--- config.mk ---
export PLATFORM = sky130hd
export DESIGN_NAME = dedup_union_table_flat
export DESIGN_NICKNAME = d
export VERILOG_FILES = /design/src/dedup_pkg.sv /design/src/dedup_ifs.sv /design/src/dedup_store.sv /design/src/dedup_union_table.sv /design/src/flat_wrapper.sv
export SDC_FILE = /design/constraint.sdc
export NUM_CORES = 2
export LEC_CHECK = 0
export BUFFER_PORTS_ARGS = -buffer_cell sky130_fd_sc_hd__clkbuf_2
export CAP_MARGIN = 10
export CELL_PAD_IN_SITES_DETAIL_PLACEMENT = 2
export CELL_PAD_IN_SITES_GLOBAL_PLACEMENT = 2
export CORE_UTILIZATION = 45
export DETAILED_ROUTE_END_ITERATION = 8
export GPL_TIMING_DRIVEN = 0
export PLACE_DENSITY_LB_ADDON = 0.1
export SLEW_MARGIN = 20
export SYNTH_ARGS = -nofsm -noshare
export SYNTH_HDL_FRONTEND = slang
export SYNTH_SLANG_ARGS = --single-unit
--- constraint.sdc ---
create_clock -name clk -period 13.3 [get_ports clk]
set_clock_uncertainty 0.15 [all_clocks]
set_input_delay 2.66 -clock clk [delete_from_list [all_inputs] [get_ports clk]]
set_output_delay 2.66 -clock clk [all_outputs]
set_load 0.01 [all_outputs]
--- src/dedup_pkg.sv ---
// Shared constants and types for the deduplicating union table.
`default_nettype none

package dedup_pkg;

	localparam int CAPACITY = 64;
	localparam int VAL_W    = 32;
	localparam int IDX_W    = 6;
	localparam int CNT_W    = 7;

	typedef logic [VAL_W-1:0] val_t;
	typedef logic [IDX_W-1:0] idx_t;
	typedef logic [CNT_W-1:0] cnt_t;

	typedef struct packed {
		logic kept;
		idx_t position;
		cnt_t count;
		logic full_res;
		logic done_res;
	} out_word_t;

	typedef struct packed {
		logic rd_en;
		idx_t rd_addr;
		logic wr_en;
		idx_t wr_addr;
		val_t wr_data;
		val_t key;
	} store_req_t;

	typedef struct packed {
		logic valid;
		idx_t addr;
		logic hit;
	} store_rsp_t;

endpackage

`default_nettype wire

--- src/dedup_ifs.sv ---
// Valid/ready channel interfaces for input and result words.
`default_nettype none

interface dedup_in_if;
	import dedup_pkg::*;

	logic              valid;
	logic              ready;
	logic signed [VAL_W-1:0] value;
	logic              from_first;
	logic              start_new;
	logic              last_item;

	modport source (output valid, value, from_first, start_new, last_item, input ready);
	modport sink   (input valid, value, from_first, start_new, last_item, output ready);
endinterface

interface dedup_out_if;
	import dedup_pkg::*;

	logic       valid;
	logic       ready;
	logic       kept;
	idx_t       position;
	cnt_t       count;
	logic       full_res;
	logic       done_res;

	modport source (output valid, kept, position, count, full_res, done_res, input ready);
	modport sink   (input valid, kept, position, count, full_res, done_res, output ready);
endinterface

`default_nettype wire

--- src/dedup_store.sv ---
// Value store: synchronous memory with registered read and key compare.
`default_nettype none

module dedup_store (
	input  wire logic                  clk,
	input  wire logic                  arst_n,
	input  wire dedup_pkg::store_req_t req,
	output dedup_pkg::store_rsp_t      rsp
);
	import dedup_pkg::*;

	val_t mem_q [CAPACITY];
	val_t rdata_s1;
	idx_t addr_s1;
	logic valid_s1;

	always_ff @(posedge clk) begin
		if (req.wr_en) begin
			mem_q[req.wr_addr] <= req.wr_data;
		end
		if (req.rd_en) begin
			rdata_s1 <= mem_q[req.rd_addr];
			addr_s1  <= req.rd_addr;
		end
	end

	always_ff @(posedge clk or negedge arst_n) begin
		if (!arst_n) begin
			valid_s1 <= 1'b0;
		end else begin
			valid_s1 <= req.rd_en;
		end
	end

	assign rsp.valid = valid_s1;
	assign rsp.addr  = addr_s1;
	assign rsp.hit   = valid_s1 && (rdata_s1 == req.key);

endmodule

`default_nettype wire

--- src/dedup_union_table.sv ---
// Union of two value lists without duplicates, linear search over a memory store.
// A first-list item, or any item into an empty store, is appended without a search;
//   a second-list item is first compared against the stored entries in turn until a match.
// Throughput: one word at a time; the search reads one memory entry per cycle.
// Reset clears the entry count and all control; memory contents stay undefined
//   and are never read before written, so there is no clearing pass.
`default_nettype none

module dedup_union_table (
	input  wire logic   clk,
	input  wire logic   arst_n,
	dedup_in_if.sink    in_ch,
	dedup_out_if.source out_ch
);
	import dedup_pkg::*;

	localparam logic [1:0] ST_IDLE   = 2'd0;
	localparam logic [1:0] ST_SEARCH = 2'd1;
	localparam logic [1:0] ST_APPEND = 2'd2;
	localparam logic [1:0] ST_EMIT   = 2'd3;

	logic [1:0] state_q;
	cnt_t       cnt_q;
	cnt_t       issue_q;
	val_t       val_q;
	logic       last_q;
	out_word_t  res_q;
	out_word_t  out_q;
	logic       out_valid_q;

	store_req_t req;
	store_rsp_t rsp;
	logic       accept;
	logic       emit_load;
	logic       has_room;
	cnt_t       eff_cnt;

	dedup_store u_store (
		.clk    (clk),
		.arst_n (arst_n),
		.req    (req),
		.rsp    (rsp)
	);

	assign in_ch.ready = (state_q == ST_IDLE);
	assign accept      = in_ch.valid && in_ch.ready;
	assign emit_load   = (state_q == ST_EMIT) && (!out_valid_q || out_ch.ready);
	assign has_room    = (cnt_q < CNT_W'(CAPACITY));
	assign eff_cnt     = in_ch.start_new ? '0 : cnt_q;

	// appends land at cnt_q, beyond every entry searched, so no forwarding is needed
	always_comb begin
		req.rd_en   = (state_q == ST_SEARCH) && (issue_q < cnt_q);
		req.rd_addr = issue_q[IDX_W-1:0];
		req.wr_en   = (state_q == ST_APPEND) && has_room;
		req.wr_addr = cnt_q[IDX_W-1:0];
		req.wr_data = val_q;
		req.key     = val_q;
	end

	always_ff @(posedge clk or negedge arst_n) begin
		if (!arst_n) begin
			state_q <= ST_IDLE;
			cnt_q   <= '0;
			issue_q <= '0;
		end else begin
			unique case (state_q)
				ST_IDLE: begin
					if (accept) begin
						cnt_q   <= eff_cnt;
						issue_q <= '0;
						if (in_ch.from_first || (eff_cnt == '0)) begin
							state_q <= ST_APPEND;
						end else begin
							state_q <= ST_SEARCH;
						end
					end
				end
				ST_SEARCH: begin
					if (req.rd_en) begin
						issue_q <= issue_q + 1'b1;
					end
					if (rsp.hit) begin
						state_q <= ST_EMIT;
					end else if (rsp.valid && ({1'b0, rsp.addr} + 1'b1 == cnt_q)) begin
						state_q <= ST_APPEND;
					end
				end
				ST_APPEND: begin
					if (has_room) begin
						cnt_q <= cnt_q + 1'b1;
					end
					state_q <= ST_EMIT;
				end
				ST_EMIT: begin
					if (emit_load) begin
						state_q <= ST_IDLE;
					end
				end
				default: begin
					state_q <= ST_IDLE;
				end
			endcase
		end
	end

	always_ff @(posedge clk) begin
		if (accept) begin
			val_q  <= in_ch.value;
			last_q <= in_ch.last_item;
		end
		if ((state_q == ST_SEARCH) && rsp.hit) begin
			res_q.kept     <= 1'b0;
			res_q.position <= rsp.addr;
			res_q.count    <= cnt_q;
			res_q.full_res <= 1'b0;
			res_q.done_res <= last_q;
		end else if (state_q == ST_APPEND) begin
			res_q.kept     <= has_room;
			res_q.position <= has_room ? cnt_q[IDX_W-1:0] : '0;
			res_q.count    <= has_room ? cnt_q + 1'b1 : cnt_q;
			res_q.full_res <= !has_room;
			res_q.done_res <= last_q;
		end
		if (emit_load) begin
			out_q <= res_q;
		end
	end

	always_ff @(posedge clk or negedge arst_n) begin
		if (!arst_n) begin
			out_valid_q <= 1'b0;
		end else if (emit_load) begin
			out_valid_q <= 1'b1;
		end else if (out_ch.ready) begin
			out_valid_q <= 1'b0;
		end
	end

	assign out_ch.valid    = out_valid_q;
	assign out_ch.kept     = out_q.kept;
	assign out_ch.position = out_q.position;
	assign out_ch.count    = out_q.count;
	assign out_ch.full_res = out_q.full_res;
	assign out_ch.done_res = out_q.done_res;

`ifndef SYNTH
	a_cnt_bound: assert property (@(posedge clk) disable iff (!arst_n)
		cnt_q <= CNT_W'(CAPACITY))
		else $error("entry count beyond capacity");

	a_read_in_range: assert property (@(posedge clk) disable iff (!arst_n)
		req.rd_en |-> (issue_q < cnt_q) && (state_q == ST_SEARCH))
		else $error("search read beyond stored entries");

	a_kept_pos: assert property (@(posedge clk) disable iff (!arst_n)
		(out_valid_q && out_q.kept) |-> ({1'b0, out_q.position} + 1'b1 == out_q.count))
		else $error("kept word position does not match count");

	a_full_res: assert property (@(posedge clk) disable iff (!arst_n)
		(out_valid_q && out_q.full_res) |->
			(!out_q.kept && (out_q.count == CNT_W'(CAPACITY))))
		else $error("full flag without full store");
`endif

endmodule

`default_nettype wire
--- src/flat_wrapper.sv ---
// flat-port wrapper written by rule: the top's interface ports become plain ports
module dedup_union_table_flat import dedup_pkg::*;
  (clk, arst_n, in_ch_valid, in_ch_value, in_ch_from_first, in_ch_start_new, in_ch_last_item, in_ch_ready, out_ch_valid, out_ch_kept, out_ch_position, out_ch_count, out_ch_full_res, out_ch_done_res, out_ch_ready);
  dedup_in_if in_ch_i ();
  dedup_out_if out_ch_i ();
  input  wire logic clk;
  input  wire logic arst_n;
  input wire logic [$bits(in_ch_i.valid)-1:0] in_ch_valid;
  input wire logic [$bits(in_ch_i.value)-1:0] in_ch_value;
  input wire logic [$bits(in_ch_i.from_first)-1:0] in_ch_from_first;
  input wire logic [$bits(in_ch_i.start_new)-1:0] in_ch_start_new;
  input wire logic [$bits(in_ch_i.last_item)-1:0] in_ch_last_item;
  output wire logic [$bits(in_ch_i.ready)-1:0] in_ch_ready;
  output wire logic [$bits(out_ch_i.valid)-1:0] out_ch_valid;
  output wire logic [$bits(out_ch_i.kept)-1:0] out_ch_kept;
  output wire logic [$bits(out_ch_i.position)-1:0] out_ch_position;
  output wire logic [$bits(out_ch_i.count)-1:0] out_ch_count;
  output wire logic [$bits(out_ch_i.full_res)-1:0] out_ch_full_res;
  output wire logic [$bits(out_ch_i.done_res)-1:0] out_ch_done_res;
  input wire logic [$bits(out_ch_i.ready)-1:0] out_ch_ready;
  assign in_ch_i.valid = in_ch_valid;
  assign in_ch_i.value = in_ch_value;
  assign in_ch_i.from_first = in_ch_from_first;
  assign in_ch_i.start_new = in_ch_start_new;
  assign in_ch_i.last_item = in_ch_last_item;
  assign in_ch_ready = in_ch_i.ready;
  assign out_ch_valid = out_ch_i.valid;
  assign out_ch_kept = out_ch_i.kept;
  assign out_ch_position = out_ch_i.position;
  assign out_ch_count = out_ch_i.count;
  assign out_ch_full_res = out_ch_i.full_res;
  assign out_ch_done_res = out_ch_i.done_res;
  assign out_ch_i.ready = out_ch_ready;
  dedup_union_table u_core (.clk(clk), .arst_n(arst_n), .in_ch(in_ch_i), .out_ch(out_ch_i));
endmodule
; Yosys cells after proc, flatten, opt, wreduce, memory -nomap -nowiden
; Memory sizes are Yosys's and may differ from the RTL's. A register that Yosys moved wholly into a read port is not among the register bits.
; Index checks and enable logic that the tools add are counted.
[word_totals]
mem_bits_ro = 0
ramBits = 2048
out_inout_bits = 18
in_bits = 39
n_memories = 1
latchBits = 0
register_bits = 89
[memory_table]
columns = name, depth, width, rd, rd_clocked_by_memory_dff, wr, line
row1 = u_core.u_store.mem_q, 64, 32, 1, 1, 1, dedup_store.sv:12  ; val_t mem_q [CAPACITY];
[op_classes]
n_shift = 0
reduce_logical = 20
order_cmp = 2
n_mul = 0
bitwise = 0
addsub = 3
muxes = 20
n_eq_ne = 9
div = 0
[op_table]
columns = op, count
row1 = $mux W7, 5
row2 = $eq A32 B32 Y1, 1
row3 = $mux W15, 2
row4 = $pmux W7 S2, 2
row5 = $add A7 B1 Y7 const B, 2
row6 = $mux W2, 5
row7 = $pmux W2 S4, 1
row8 = $reduce_bool A2 Y1, 4
row9 = $add A6 B1 Y7 const B, 1
row10 = $eq A7 B7 Y1, 1
row11 = $logic_and A1 B1 Y1, 7
row12 = $logic_not A7 Y1, 1
row13 = $lt A7 B7 Y1, 1
row14 = $lt A7 B7 Y1 const B, 1
row15 = $mux W6, 1
row16 = $reduce_and A3 Y1, 2
row17 = $eq A2 B2 Y1 const B, 2
row18 = $mux W1, 4
row19 = $ne A2 B2 Y1 const B, 2
row20 = $ne A3 B1 Y1 const B, 1
row21 = $eq A2 B1 Y1 const B, 1
row22 = $logic_not A1 Y1, 2
row23 = $logic_not A2 Y1, 1
row24 = $logic_or A1 B1 Y1, 2
row25 = other kinds (2), 2

; Logic depth before layout (Yosys ltp)
[depth]
word_depth = 6
ltp_mapped = 11
depth_no_buf = 9

; Modules after synthesis
; Synthesis repeated with hierarchy kept, for this count alone.
[hier_totals]
hier_cells = 3842
hier_area_um2 = 83282.4
[modules_own_cells]
columns = module, area_each_um2, instances, cells_each
row1 = dedup_store, 79687.7, 1, 3562
row2 = dedup_union_table, 3594.7, 1, 280

; Worst setup path after synthesis
; Ideal clock, no wire load.
[synth_path]
kind = input-to-reg
start = input in_ch_valid
end = register u_core.cnt_q[2]
slack_ps = 8671
path_buffers = 1
arrival_time_ps = 4358
setup_ps = 121
path_stages = 5
cell_sequence = clkbuf_1 > nand2_1 > inv_1 > o22ai_1 > a22o_1
[synth_between]
elab_chain_cells = 3
[synth_lines]
columns = item, line
row1 = start: declaration, flat_wrapper.sv:8  ; input wire logic [$bits(in_ch_i.valid)-1:0] in_ch_valid;
row2 = $logic_and A1 B1 Y1, dedup_union_table.sv:46  ; assign accept = in_ch.valid && in_ch.ready;
row3 = net u_core.accept, dedup_union_table.sv:33  ; logic accept;
row4 = $ne A2 B2 Y1 (no source line), -
row5 = $reduce_and A2 Y1 (no source line), -
row6 = end signal: assignment, dedup_union_table.sv:70  ; cnt_q <= eff_cnt;
row7 = end signal: assignment, dedup_union_table.sv:91  ; cnt_q <= cnt_q + 1'b1;
row8 = end: declaration, dedup_union_table.sv:23  ; cnt_t cnt_q;
; The timed path passes the listed nets, and every way through them passes these cells.
; A chain may end at the register's enable or synchronous reset.

; Worst setup path in the final report
[layout_path]
start = register u_core.cnt_q[2]
end = memory u_core.u_store.mem_q[7][0] (netlist name) (enable)
[layout_between]
elab_chain_cells = 4
[layout_lines]
columns = item, line
row1 = $lt A7 B7 Y1, dedup_union_table.sv:48  ; assign has_room = (cnt_q < CNT_W'(CAPACITY));
row2 = $logic_and A1 B1 Y1, dedup_union_table.sv:55  ; req.wr_en = (state_q == ST_APPEND) && has_room;
row3 = $mux W1, dedup_store.sv:18  ; if (req.wr_en) begin
row4 = $mux W1 (not written as such), dedup_store.sv:19  ; mem_q[req.wr_addr] <= req.wr_data;
row5 = end: declaration, dedup_store.sv:12
; Several ways; a longest one is shown, not always the timed one.

==> out/metrics.cfg <==
[outcome]
status=finished clean

[final_layout]
drive_gt1_frac=0.346
final_nets=3863
multiInputGateArea_um2=17500
seq_area_um2=65000
syn2layout_area_growth_pct=17.6
n_fill_cell=15100
fin_area_um2=97400
final_core_util=0.533

[setup_path]
critPathTopFamily=simple AND/OR/NAND/NOR gates
crit_arrival_ns=5.78
r2r_slack_ns=7.94
end_kind=flip-flop
crit_type=reg -> reg
cp-start-kind=flip-flop
slowest_delay_ns=1.08
worstPathCellList=clkbuf_1 -> inv_1 -> nor3_1 -> nand3_1 -> nor2_4 -> buf_16 -> buf_8
worst_ep_required_time_ns=13.73
critPathMaxFanout=15
critPathSlowestCell=nand3_1
cp_num_buf_inv=4

[cts]
cts.path.max_buffers=3
cts_buffers=222
clkLatencyLatePin_ns=0.88
ctsResizeCount=0
cts_setup_buffers=0
cts_tree=built
path_clk_slew_ns=0.06
cts_max_level=4
cts_hold_buf=0
cts_root_buf=clkbuf_16
numClockSinks=2169

[floorplanning]
die_area_um2=186000
start_util=0.453
coreArea_um2=183000
rows=157
pin_count=57
dieHeight_um=431
dieWidth_um=431

[sta]
fin_tns_setup_ns=0
layout_setup_ws_ns=7.94
hold_viol=0
finalCritPeriodShare=0.403
final_max_slew_viol_count=0
setup_viol=0
period_minus_slack_ns=5.36
max_clock_freq_mhz=187
rsz0062_at_grt=no
worst_pin_slew_ns=1.26
relSlewSlack=0.155

[placed_design]
placed_area_um2=90300
globalplace.congestion=0.846
hpwlAfterDp_um=190000
dp_worst_setup_slack_ns=8.28
io_buffers=55

[power_and_ir_drop]
power_leakage_nw=29.9
power_density_nw_per_um2=205
combPwrFrac=0.274
switching_share=0.317
power.internal_mw=13.7
irDropWorstVdd_uv=134
seqPwrFrac=0.413
power_mw=20.0
clock_power_share=0.312
power_switching_mw=6.34

[route]
firstDrtPassIters=5
routedWlPerCell_um=42.8
ant_nets=0
routed_wl_um=277000
first_iter_violations=5329
drc_errors=0
routed_via_density=6.35
vias=41100

[yosys]
synth.most_common_cell=edfxtp_1
synth_area_leaders=edfxtp_1 78%, mux4_2 18%, dfrtp_1 0.54%
synthesis.area_um2=82800
syn_inst=3338
ys_types=53
ys_seq_area_frac=0.785
avgSynthCellArea_um2=24.8
synth_flop_cell=edfxtp_1
ys_seq_elements=2169
synth-async-reset-ratio=0.00830
synth_edf_count=2149
yosysWarnings=0
synth_fp_nets=3391
synth_top_area_cell=edfxtp_1
yosys.area.top_type_share=0.779
yosys-top-cells-count=2149 x edfxtp_1, 672 x mux4_2, 102 x clkbuf_1

[global_routing]
grt_pass1_vias=43200
grt_use_total=0.302
grt_pass1_wl_um=377000
grt_overflow=0
grt_max_degree=34
antenna_found_initial=25

[worst_hold_path]
hold_class=reg -> reg

[run]
maxCapViolCount=0

sequential cells by signal (all words and copies together), names as in the netlist, 6 cells and up:
| register | count |
|---|---|
| u_core.out_ch.position | 6 |
| u_core.val_q | 32 |
| u_core.out_ch.count | 7 |
| u_core.issue_q | 7 |
| u_core.cnt_q | 7 |
| u_core.res_q | 16 |
| u_core.u_store.addr_s1 | 6 |
| u_core.u_store.rdata_s1 | 32 |
| u_core.u_store.mem_q | 2048 |
power by group through the flow:
stage | Clock (mW) | Combinational [mW] | Sequential [mW]
2_1_floorplan | 0 | 2.76 | 8.44
3_3_place_gp | 0 | 4.70 | 8.67
3_5_place_dp | 0 | 5.41 | 8.40
4_1_cts | 6.33 | 5.47 | 8.26
5_1_grt | 6.52 | 5.64 | 8.28
6_report | 6.25 | 5.48 | 8.27
cells by family (layout without fill, tap and decap cells):
| group | after synthesis | in the layout | share of synthesized area |
|---|---|---|---|
| multiplexers | 679 | 679 | 0.184 |
| adder cells (fa/ha/maj) | 14 | 14 | 0.00211 |
| AND/OR/NAND/NOR | 178 | 178 | 0.00979 |
| other | 0 | 4 | 0 |
| buffers and inverters | 187 | 853 | 0.00940 |
| flip-flops | 2169 | 2169 | 0.785 |
| AO/OA/AOI/OAI | 71 | 71 | 0.00583 |
| XOR/XNOR | 40 | 40 | 0.00423 |
cells in the final DEF (no fill, tap or decap), types with 5 or more instances in the layout:
cell type and count:
nand2_1 37, buf_1 13, a22o_1 10, ha_1 14, nand2b_1 5, nor2_1 16
clkinv_2 57, or3_1 5, nand3_1 13, edfxtp_1 2149, xnor2_1 38, nor3_1 7
buf_2 44, clkbuf_1 123, clkinv_1 62, buf_12 39, buf_8 88, inv_1 12
nor2_4 59, buf_4 18, mux4_2 672, mux2i_1 5, clkbuf_16 226, nand4_1 11
o211ai_1 7, clkbuf_2 81, dfrtp_1 18, bufinv_16 20, buf_16 49, inv_6 6
a21oi_1 7, o21ai_0 23
through the flow:
step | std cells | hold WS [ns]
global placement | 5857 | 0.267
global route | 6468 | 0.276
detailed placement | 6049 | 0.262
floorplan | 3338 | 0.250
CTS | 6467 | 0.276
finish | 6472 | 0.276
worst reg2reg max path, cell delays in order, from the launching register on:
cell and delay [ns]:
dfrtp_1 0.32, clkbuf_1 0.67, inv_1 0.43, nor3_1 1.06, nand3_1 1.08, nor2_4 0.91, buf_16 0.25, buf_8 0.19
per-layer routing:
metal / track usage / share of wire
met5: 0 / 0.00019
met4: 0.116 / 0.040
met3: 0.0675 / 0.085
met2: 0.478 / 0.48
met1: 0.412 / 0.40
area by class of cell:
cell class              count  area share
diodes                      4    0.000103
inverters                  17    0.000655
repair buffers            248      0.0396
multi-input cells         982       0.180
well taps                2464      0.0317
clock buffers             269      0.0599
flip-flops and latches   2169       0.668
clock inverters           149      0.0131
plain buffers             170     0.00772
path summary, 6_finish.rpt:
kind / start / to / cells past startpoint
max reg2reg: u_core.cnt_q[2]$_DFFE_PN0P_ / u_core.u_store.mem_q[7][0]$_DFFE_PP_ / 7
min: u_core.res_q[0]$_DFFE_PP_ / u_core.out_ch.done_res$_DFFE_PP_ / 0
min in group asynchronous: arst_n / u_core.out_ch.valid$_DFFE_PN0P_ / 1
min reg2reg: u_core.res_q[0]$_DFFE_PP_ / u_core.out_ch.done_res$_DFFE_PP_ / 0
max in group asynchronous: arst_n / u_core.cnt_q[2]$_DFFE_PN0P_ / 1
max: u_core.cnt_q[2]$_DFFE_PN0P_ / u_core.u_store.mem_q[7][0]$_DFFE_PP_ / 7
Power figures use the tool's default switching activity.
